`config.mk`:
```
export PLATFORM = sky130hd
export DESIGN_NAME = pcns_ram
export DESIGN_NICKNAME = d
export VERILOG_FILES = /design/src/sv/pcns_ram.sv
export SDC_FILE = /design/constraint.sdc
export NUM_CORES = 1
export LEC_CHECK = 0
export ABC_AREA = 1
export BUFFER_PORTS_ARGS = -buffer_cell sky130_fd_sc_hd__buf_4
export CAP_MARGIN = 15
export CORE_MARGIN = 1.5
export CORE_UTILIZATION = 39
export CTS_BUF_LIST = sky130_fd_sc_hd__clkbuf_4
export CTS_CLUSTER_SIZE = 30
export DETAILED_ROUTE_END_ITERATION = 10
export GPL_TIMING_DRIVEN = 0
export MAX_ROUTING_LAYER = met4
export PLACE_DENSITY = 0.56
export SLEW_MARGIN = 20
export SYNTH_ARGS = -nofsm -noshare
export SYNTH_HDL_FRONTEND = slang
export SYNTH_SLANG_ARGS = --single-unit
```
`constraint.sdc`:
```
create_clock -name clk -period 1.6 [get_ports clk]
set_input_delay 0.24 -clock clk [delete_from_list [all_inputs] [get_ports clk]]
set_output_delay 0.24 -clock clk [all_outputs]
set_load 0.02 [all_outputs]
```
`src/sv/pcns_ram.sv`:
```
// Generic single-write, single-read RAM with registered read data.
// No dependencies.
module pcns_ram #(
    parameter int WIDTH = 8,
    parameter int DEPTH = 16
) (
    input  logic                     clk,
    input  logic                     we,
    input  logic [$clog2(DEPTH)-1:0] waddr,
    input  logic [WIDTH-1:0]         wdata,
    input  logic [$clog2(DEPTH)-1:0] raddr,
    output logic [WIDTH-1:0]         rdata
);
    logic [WIDTH-1:0] mem [DEPTH];

    always_ff @(posedge clk) begin
        if (we) begin
            mem[waddr] <= wdata;
        end
        rdata <= mem[raddr];
    end
endmodule

```
Word-level counts from Yosys, hierarchy flattened
Memory sizes are Yosys's and may differ from the RTL's. A register that Yosys moved wholly into a read port is not among the register bits.
Index checks and enable logic that the tools add are counted.

operators by class
  mux-type cells = 2

operators with widths
  operator          number
  1-bit 2-to-1 mux  2

storage, ports and cells
  bits in registers = 0
  bits in writable memories = 128
  input port bits = 18
  memories kept = 1

memory list
  name  depth  bits a word  read ports  clocked after memory_dff  write ports  RTL line  source
  mem   16     8            1           1                         1            14        logic [WIDTH-1:0] mem [DEPTH];

Longest topological paths before layout
  depth in word-level cells = 2
  gate-level depth with buffers = 8

Worst setup path after synthesis
OpenSTA, ideal clock, no wires.

  path type = input port to flip-flop
  start = input waddr[2]
  end = memory mem[10][0] (enable)
  library setup time = 370 ps
  arrival = 821 ps
  slack = 409 ps
  stages on the path = 2
  buffers on the path = 0
  cells stage by stage = nand3b_1 > nor2_1

RTL lines
  element             RTL line  source
  start: declaration  9         input logic [$clog2(DEPTH)-1:0] waddr,
  end: declaration    14

Straight into the memory's write port.

Worst setup path after layout
  start = register rdata[1] (read register of mem)
  end = output rdata[1]

RTL lines
  element             RTL line  source
  start: declaration  12        output logic [WIDTH-1:0] rdata

No word-level cell between the ends.

==> qor.yml <==
status: "finished, final reports clean"
regArea_sq_um: 4004
startpoint_type: "flip-flop"
start_util: 0.3983
timing_worst_setup_path_type: "flip-flop to output pin"
crit_slowest_cell: "dfxtp_1"
grt_max_degree: 17
cts_max_path_buffers: 2
drtIter0Drc: 380
finalPower_uw: 7047
first_pass_iters: 5
syn_area_sq_um: 5767
nets: 612
antenna_found_initial: 1
final_antenna_net_count: 0
finalCritPeriodShare: 0.7812
yosysSeqAreaShare: 0.6943
cts_tree: "done"
synth-seq-cells: 136
synth_cells: 551
yosys_warnings: 0
dp_hpwl_mm: 9.275
via_count: 3898
fp-row-count: 44
coreArea_sq_um: 14480
die-width_um: 124.6
io_pins: 26
cts_buffers: 17
grt.overflow.total: 0
crit_path_end_kind: "output pin"
synth_cell_types: 12
timing.slew.headroom: 0.2997
setup_tns_ns: 0
timing.critical_path.slowest_cell_delay_ns: 0.32
rsz0062_at_grt: "false"
path_cells: "buf_4"
final_common_cell: "nand2_1"
crit_required_ns: 1.36
place_area_sq_um: 6162
worstMarginPinSlew_ns: 1.047
slew_violations: 0
syn_nets: 569
wl_per_cell_um: 17.88
gp_congestion: 0.8187
cts_setup_buffers: 0
fmax_mhz: 800.1
grt_usage: 0.1977
cts_max_level: 4
cp_top_family: "flip-flops"
fill_cells: 1414
placement.io_buffers: 22
synth.avg_cell_area_sq_um: 10.47
clkLatencyLatePin_ns: 0.54
die_h_um: 124.6
cts.clk_slew.worst_paths_ns: 0.12
multiInputGateArea_sq_um: 1214
arrival_ns: 1.01
crit_buf_inv: 1
cts_resized: 0
leakagePower_uw: 0.002807
clock-root-buffer: "clkbuf_4"
skew_ns: 0.01252
hp-class: "input pin to flip-flop"
syn_to_final_growth_pct: 12.65
ir_worst_vdd_mv: 0.5237
drc_errors: 0
layout_common_cells: "173 x nand2_1, 128 x edfxtp_1, 100 x inv_1, 97 x nand3_1, 26 x buf_4"
drive_above_1_share: 0.1252
fin_area_sq_um: 6496
finalHoldViolCount: 0
dieArea_sq_um: 15530
cts_num_sinks: 136
grt_pass1_vias: 3808
worstPathMaxFanout: 1
routed_wl_mm: 14.16
viasPerCell: 4.922
grt_pass1_wl_mm: 21.85
p_per_area_nw_per_um2: 1085
fin_crit_ns: 1.250
final-setup-viol-count: 0
maxCapViolCount: 0
[per-layer routing]
| layer | part of all wire | vias to the layer above | GRT usage |
|---|---|---|---|
| met1 | 0.45 | 1857 | 0.2587 |
| met2 | 0.46 | 148 | 0.2925 |
| met4 | 0.035 | 0 | 0.1021 |
| met3 | 0.056 | 29 | 0.04038 |
| met5 | 0 | - | - |
| li1 | - | 1864 | - |
[synthesized netlist by cell type, drive strengths merged]
master / instances / share of area
dfxtp: 8 / 0.028
inv: 102 / 0.066
nor2: 17 / 0.011
nand3b: 2 / 0.0026
edfxtp: 128 / 0.67
nand2: 173 / 0.11
buf: 24 / 0.029
nand3: 97 / 0.084
[kinds of logic after synthesis]
logic type	Yosys count	synth area share
DFF	136	0.6943
buffers and inverters	126	0.09525
and+or+nand+nor	289	0.2105
[worst reg2reg max path: cells and delay by family (launching register included)]
| kind | cells | cell delay, ns |
|---|---|---|
| buf+inv | 1 | 0.06 |
| flops | 1 | 0.38 |
| simple gates | 5 | 0.53 |
[state kept, by name, indices dropped and copies added, names as in the netlist]
signal and count:
mem 128, rdata 8
[area by class of cell]
type,count,area share
buffer,24,0.02562
sequential,136,0.6163
tap,184,0.03544
clock inverter,11,0.02369
clock buffer,21,0.02427
timing repair buffer,24,0.02851
inverter,102,0.05894
antenna,1,0.0003852
multi-input combinational,289,0.1868
[power by group]
part / switching [uW] / internal, uW / total [uW]
sequential: 20.8 / 3980 / 4000
combinational: 393 / 179 / 573
clock: 1190 / 1290 / 2480
total: 1610 / 5440 / 7050
[metrics by stage]
step / setup slack [ns] / instances / hold WS, ns / util
detailed placement: -0.2131 / 757 / 0.5819 / 0.4256
finish: 0.3502 / 792 / 0.05423 / 0.4487
CTS: 0.3051 / 791 / 0.01919 / 0.4485
global placement: -0.1074 / 757 / 0.5784 / 0.4256
floorplan: 0.4092 / 551 / 0.3389 / -
global route: 0.2724 / 792 / 0.008353 / 0.4487
[timing repair]
| action | in CTS | in global routing |
|---|---|---|
| hold buffers | 2 | 0 |
| hold endpoints to repair | 29 | 0 |
| setup endpoints to repair | 0 | 0 |
[path summary, 6_finish.rpt]
check | start | endpoint | slack [ns] | cells past startpoint
max | rdata[1]$_DFF_P_ | rdata[1] | 0.35 | 1
min | wdata[6] | mem[2][6]$_DFFE_PP_ | 0.05 | 1
max reg2reg | mem[15][3]$_DFFE_PP_ | rdata[3]$_DFF_P_ | 0.53 | 6
min reg2reg | mem[12][2]$_DFFE_PP_ | rdata[2]$_DFF_P_ | 0.71 | 6
Power figures use the tool's default switching activity.
