**src/sv/pcns_pkg.sv**
```systemverilog
// Shared types and constants of the periodic cutoff neighbour search.
// No dependencies.
package pcns_pkg;

    localparam int MAX_ATOMS_DEF = 256;
    localparam int MAX_BONDS_DEF = 4;
    localparam int COORD_W       = 32;
    localparam int BOX_W         = 31;
    localparam int IDX_OUT_W     = 8;
    localparam int LIST_SLOTS    = 4;
    localparam int SQ_W          = 2 * BOX_W;
    localparam int IN_DATA_W     = 104;
    localparam int OUT_DATA_W    = 56;

    typedef enum logic [1:0] {OP_LOAD = 2'd0, OP_QUERY = 2'd1, OP_CLEAR = 2'd2} op_t;
    typedef enum logic [1:0] {ST_OK = 2'd0, ST_FULL = 2'd1, ST_NOT_LOADED = 2'd2} status_t;
    typedef enum logic [1:0] {
        CFG_BOX_X = 2'd0, CFG_BOX_Y = 2'd1, CFG_BOX_Z = 2'd2, CFG_CUTOFF = 2'd3
    } cfg_idx_t;
    typedef enum logic [2:0] {
        S_IDLE, S_FETCH, S_LATCH, S_SWEEP, S_DRAIN, S_RESULT
    } state_t;

    typedef struct packed {
        logic signed [COORD_W-1:0] z;
        logic signed [COORD_W-1:0] y;
        logic signed [COORD_W-1:0] x;
    } pos_t;

    typedef struct packed {
        logic valid;
        logic skip;
    } dist_ctl_t;

    typedef struct packed {
        logic                 valid;
        logic [IDX_OUT_W-1:0] idx;
    } bond_tok_t;

endpackage

```
**src/sv/pcns_cell.sv**
```systemverilog
// One neighbour slot: keep the first bond index it sees, pass later ones on.
// Depends on pcns_pkg.
module pcns_cell (
    input  logic                          aclk,
    input  logic                          aresetn,
    input  logic                          clr,
    input  pcns_pkg::bond_tok_t           tok_in,
    output pcns_pkg::bond_tok_t           tok_out,
    output logic                          full,
    output logic [pcns_pkg::IDX_OUT_W-1:0] value
);
    import pcns_pkg::*;

    logic full_reg;
    logic [IDX_OUT_W-1:0] value_reg;
    bond_tok_t tok_out_reg;

    always_ff @(posedge aclk) begin
        if (!aresetn || clr) begin
            full_reg    <= 1'b0;
            tok_out_reg <= '0;
        end else begin
            if (tok_in.valid && !full_reg) begin
                full_reg <= 1'b1;
            end
            tok_out_reg <= (tok_in.valid && full_reg) ? tok_in : '0;
        end
    end

    always_ff @(posedge aclk) begin
        if (tok_in.valid && !full_reg) begin
            value_reg <= tok_in.idx;
        end
    end

    assign tok_out = tok_out_reg;
    assign full    = full_reg;
    assign value   = value_reg;
endmodule

```
**config.mk**
```make
export PLATFORM = sky130hd
export DESIGN_NAME = pcns_cell
export DESIGN_NICKNAME = d
export VERILOG_FILES = /design/src/sv/pcns_pkg.sv /design/src/sv/pcns_cell.sv
export SDC_FILE = /design/constraint.sdc
export NUM_CORES = 1
export LEC_CHECK = 0
export BUFFER_PORTS_ARGS = -buffer_cell sky130_fd_sc_hd__buf_2
export CAP_MARGIN = 20
export CORE_UTILIZATION = 40
export CTS_CLUSTER_SIZE = 16
export DETAILED_ROUTE_END_ITERATION = 10
export PLACE_DENSITY = 0.74
export SETUP_SLACK_MARGIN = 0.5
export SYNTH_ARGS = -nofsm -noshare
export SYNTH_HDL_FRONTEND = slang
export SYNTH_SLANG_ARGS = --single-unit
export TNS_END_PERCENT = 1
```
**constraint.sdc**
```tcl
create_clock -name aclk -period 1.2 [get_ports aclk]
set_input_delay 0.06 -clock aclk [delete_from_list [all_inputs] [get_ports aclk]]
set_output_delay 0.06 -clock aclk [all_outputs]
set_load 0.05 [all_outputs]
```
# == Yosys cells after proc, flatten, opt, wreduce, memory -nomap -nowiden ==
# Cells that the tools add are included.
# word_totals
register_bits,18
input_bits,12
out_inout_bits,18
elab_cells,11
# op_classes
bitwise,1
reduce_logical,6
# op_table
cell,count
1-bit logical AND,2
1-bit logical NOT,2
2-bit OR reduction,1
1-bit logical OR,1
1-bit NOT,1

# == Depth between registers and ports, before layout ==
# Gate-level depths: netlist of the first run.
# depth
depth_word,3
mapped_depth,3
mapped_depth_nobuf,2

# == Least setup slack after synthesis of the first run ==
# OpenSTA, ideal clock, no wires.
# synth_timing
path_type,register to register
from,"reg full_reg, in the netlist full"
to,"reg value_reg[0], in the netlist value[0] (enable)"
setup_ns,0.373
arrival_ns,0.957
t_required_ns,0.827
slack_ns,-0.130
path_stages_with_launch,2
n_path_buf,0
synth_period_minus_slack_ns,1.330
path_cell_list,dfxtp_1 nor2b_1
# synth_via
elab_chain_len,2
# synth_lines
element,line_no,text
start: declaration,pcns_cell.sv:14,logic full_reg;
start signal: assignment,pcns_cell.sv:20,full_reg <= 1'b0;
start signal: assignment,pcns_cell.sv:24,full_reg <= 1'b1;
1-bit logical NOT,pcns_cell.sv:31,if (tok_in.valid && !full_reg) begin
1-bit logical AND,pcns_cell.sv:31,
end signal: assignment,pcns_cell.sv:32,value_reg <= tok_in.idx;
end: declaration,pcns_cell.sv:15,logic [IDX_OUT_W-1:0] value_reg;
# No other way between the ends.
# A chain may end at the register's enable or synchronous reset.

# == Final worst setup path of the first run ==
# layout_timing
from,"reg value_reg[1], in the netlist value[1]"
to,out value[1] (netlist name)
# layout_rtl
element,line_no,text
end: declaration,pcns_cell.sv:10,output logic [pcns_pkg::IDX_OUT_W-1:0] value
# No word-level cell between the ends.

==> results of run 1 <==
==> per-stage QoR <==
step                      setup slack [ps]  power (W)  instance area (um^2)  utilization (%)
after floorplan                      260.0  0.0007643                 540.5                -
after global placement               295.4  0.0008022                 691.9            59.08
after detailed placement             281.9  0.0008037                 691.9            59.08
after CTS                            264.3   0.001185                 833.3            71.15
after global routing                 225.0   0.001228                 848.3            72.44
final                                267.5   0.001179                 848.3            72.44
==> cell type report <==
type | instances | share of cell area [%]
repair buffers | 38 | 31.12
multi-input cells | 12 | 10.18
flip-flops and latches | 18 | 52.36
well taps | 14 | 2.065
clock buffers | 4 | 4.277
==> power groups by stage <==
stage	registers (W)	logic, W	clock network [W]
finish	0.000668	0.000156	0.000355
global placement	0.000680	0.000122	0
detailed placement	0.000681	0.000123	0
floorplan	0.000751	0.0000130	0
CTS	0.000667	0.000151	0.000366
global route	0.000670	0.000165	0.000394
==> routing by layer <==
layer / global-route usage [%] / up-vias / part of all wire (%)
met3: 8.721 / 0 / 8.2
met1: 15.21 / 167 / 38
met4: 2.586 / 0 / 0
met5: 0 / - / 0
li1: - / 188 / -
met2: 30.08 / 21 / 54
==> what timing repair did <==
item                                   4_1_cts  5_1_grt
setup endpoints to repair                   35       35
endpoints found under the hold margin       16        0
buffers inserted                             0        0
hold buffers                                 9        0
cloned                                       0        0
resized for setup                            6        9
==> cells in the mapped netlist, drive strengths merged <==
cell and instances:
dfxtp 10, and2 8, edfxtp 8, and4b 1
buf 1, nor2 1, nor2b 1, nor3b 1
==> cells by family after synthesis <==
family                 Yosys count  share of synthesized area (%)
AND/OR/NAND/NOR                 12                          14.66
buffers and inverters            1                          2.128
flip-flops                      18                          83.21
==> final timing paths <==
check                           startpoint  endpoint  slack, ps  depth (start not counted)
worst min-delay path               aresetn      full         30                          2
worst max register to register        full  value[6]        280                          1
worst max-delay path              value[1]  value[1]        270                          1
worst min register to register        full      full        560                          2
==> flow_summary.ini, run 1 <==
[run_status]
outcome = finished clean

[synth]
ys_types = 8
yosysSeqAreaShare_pct = 83.22
netlist_instances = 31
syn_avg_cell_area_um2 = 17.07
ys_warn_count = 0
synth.top_cell.area_share_pct = 45.39
synth.area.top_cells = edfxtp_1, dfxtp_1, and2_1, buf_6, and4b_1
synth_area_um2 = 529.3
synth-seq-cells = 18
synth_largest_area_cell = edfxtp_1
synth_fp_nets = 43

[final_layout]
drive_gt1_share_pct = 50.00
largest_reg_flops = 9
stdcell_count = 86
final_common_cell = buf_2
n_fill_cell = 82
antenna_cells = 0
seq_area_um2 = 444.2
nNetsFinal = 85
multi_input_area_um2 = 86.33
area_growth_pct = 60.28
mostFrequentLayoutCells = buf_2, dlygate4sd3_1, dfxtp_1

[timing]
clock_skew_ps = 3.427
period_share_pct = 77.71
max_freq_ghz = 1.072
period_minus_slack_ps = 932.5
whs_ps = 33.52
worstMarginPinSlew_ps = 251.8
fin_setup_tns_ps = 0
drv_slew = 0
slew_headroom_pct = 83.18
rsz0062_at_grt = true
setup_viol = 0
hold_violations = 0

[drt]
routed-via-count = 376
wire_per_inst_um = 11.78
vias_per_cell = 4.372
drcViolationCount = 0
ant_nets = 0
drtPass1Iterations = 2
drtIter0Drc = 2
wirelength_mm = 1.013

[setup_path]
slowest_delay_ps = 410
cp_slowest_cell = edfxtp_1
startpoint_type = register
end_kind = output port
worstPathMaxFanout = 1
crit_family = flip-flops
cp.arrival_ps = 870
critPathKind = register to output port
path_cells = buf_6
cp.required_ps = 1140
path_buf_inv = 1

[floorplanning]
dieArea_um2 = 1473
core_um2 = 1171
die_w_um = 38.38
rows = 12
io_pins = 30
die_y_um = 38.38
start_util_pct = 45.19

[power_and_ir_drop]
clkPwrFrac_pct = 30.1
leakagePower_nw = 0.3954
power_frac_comb_pct = 13.3
p_sw_share_pct = 23.14
ir_drop_uv = 1035
p_per_area_nw_per_um2 = 1390
p_seq_share_pct = 56.7
switching_power_w = 0.0002728
p_int_w = 0.0009060

[place]
gp_congestion = 0.5697
placed_cells = 73
portBuffers = 29

[clock_tree]
cts_buffer_depth = 2
cts_tree = done
clk_pin_slew_ps = 100
numCtsBuffers = 3
clock_latency_ps = 280
htreeDepth = 1
cts_sinks = 18
cts-root-buf = clkbuf_4

[flow_run]
cap_violations = 0

[global_route]
grt_overflow = 0
grt_max_degree = 11
antenna_found_initial = 0
grt_pass1_vias = 352
grt_pass1_wl_mm = 1.469
globalRouteTotalUtil_pct = 15.99

[worst_hold_path]
hold_path.class = input port to register
Note: power is estimated with default switching activity, not from simulation.
==> run 2, diff against run 1 <==
==> constraint.sdc (replaced) <==
create_clock -name aclk -period 0.9 [get_ports aclk]
set_input_delay 0.045 -clock aclk [delete_from_list [all_inputs] [get_ports aclk]]
set_output_delay 0.045 -clock aclk [all_outputs]
set_load 0.05 [all_outputs]
==> flow_summary.ini, run 2 (synthesis results as in run 1) <==
[setup_path]
critPathKind = register to register
cp_slowest_cell = dfxtp_4
slowest_delay_ps = 370
startpoint_type = register
cp.required_ps = 880
crit_family = flip-flops
worstPathMaxFanout = 8
path_cells = nor2b_4
path_buf_inv = 0
end_kind = register
cp.arrival_ps = 910

[clock_tree]
cts_buffer_depth = 2
cts_tree = done
numCtsBuffers = 3
cts_sinks = 18
clock_latency_ps = 290
postCtsSetupBuffers = 0
cts-root-buf = clkbuf_4
clk_pin_slew_ps = 100
htreeDepth = 1

[timing]
whs_ps = -85.49
slew_headroom_pct = 82.85
worst_slack_ps = -25.65
clock_skew_ps = 2.116
rsz0062_at_grt = true
worstMarginPinSlew_ps = 256.7
period_minus_slack_ps = 925.6
period_share_pct = 102.8
setup_viol = 11
drv_slew = 0
max_freq_ghz = 1.080
hold_violations = 17

[power_and_ir_drop]
p_per_area_nw_per_um2 = 1777
finalPower_w = 0.001499
power_frac_comb_pct = 13.0
clkPwrFrac_pct = 27.2
p_int_w = 0.001126
switching_power_w = 0.0003727
p_sw_share_pct = 24.87
ir_drop_uv = 1501
leakagePower_nw = 0.3721
p_seq_share_pct = 59.8

[global_route]
grt_overflow = 0
globalRouteTotalUtil_pct = 15.70
grt_pass1_vias = 305
grt_max_degree = 11
antenna_found_initial = 0
grt_pass1_wl_mm = 1.400

[floorplanning]
die_w_um = 38.38
dieArea_um2 = 1473
rows = 12
start_util_pct = 45.19
io_pins = 30
core_um2 = 1171
die_y_um = 38.38

[final_layout]
final_common_cell = buf_6
drive_gt1_share_pct = 60.32
final_area_um2 = 843.3
fin_util_pct = 72.01
seq_area_um2 = 447.9
multi_input_area_um2 = 86.33
nNetsFinal = 76
mostFrequentLayoutCells = buf_6, buf_2, and2_1, edfxtp_1, dfxtp_1
n_fill_cell = 80
antenna_cells = 0
largest_reg_flops = 9
area_growth_pct = 59.34

[worst_hold_path]
hold_path.class = input port to register

[drt]
drtPass1Iterations = 3
top_layer = met3
wirelength_mm = 1.033
vias_per_cell = 4.468
routed-via-count = 344
wire_per_inst_um = 13.42
drtIter0Drc = 2
met2_length_um = 557
wl_met1_um = 413
ant_nets = 0
drcViolationCount = 0
route.met3.wl_um = 62

[place]
post_dp_cell_area_um2 = 691.9
portBuffers = 29
gp_congestion = 0.5697
dp_slack_ps = -21.11

[flow_run]
cap_violations = 0

[run_status]
outcome = complete, but fails checks
failed_checks = negative hold slack, negative setup slack
[run 2: cell count changes in the layout (fill, tap and decap cells not counted)]
cell / before / now
buf_6: 1 / 14
dlygate4sd3_1: 9 / 0
buf_2: 19 / 11
buf_4: 8 / 1
buf_8: 0 / 3
dfxtp_1: 9 / 6
dfxtp_2: 0 / 3
clkbuf_1: 0 / 1
clkbuf_4: 4 / 3
clkbuf_8: 1 / 0
[run 2: power by group through the flow]
stage | sequential (W) | combinational [W] | clock [W]
2_1_floorplan | 0.00100 | 0.0000173 | 0
3_3_place_gp | 0.000907 | 0.000163 | 0
3_5_place_dp | 0.000907 | 0.000164 | 0
4_1_cts | 0.000895 | 0.000194 | 0.000405
5_1_grt | 0.000898 | 0.000203 | 0.000453
6_report | 0.000896 | 0.000194 | 0.000408
[run 2: final timing paths]
check        start        to  slack, ps  cells past startpoint
max           full  value[4]        -30                      1
min            clr      full        -90                      2
max reg2reg   full  value[4]        -30                      1
min reg2reg   full      full        570                      2
[run 2: stage by stage]
stage,TNS (ps),cells
2_1_floorplan,-477.7,31
6_report,-222.4,77
4_1_cts,-430.9,77
3_5_place_dp,-172.3,73
5_1_grt,-909.7,77
3_3_place_gp,-37.54,73
[run 2: layout make-up]
cell class,instances,area share (%)
flip-flops and latches,18,53.12
repair buffers,29,31.45
multi-input cells,12,10.24
clock buffers,4,3.116
well taps,14,2.077
[run 2: repair_timing]
action	4_1_cts	5_1_grt
setup endpoints to repair	36	36
pin swaps	1	1
hold endpoints to repair	17	17
gates resized for setup	37	5
gates cloned	0	0
[run 2: routing by layer]
metal  global-route usage, %  up-vias
met4                   5.172        0
li1                        -      167
met1                   15.47      157
met5                       0        -
met3                   8.721        0
met2                   27.54       20
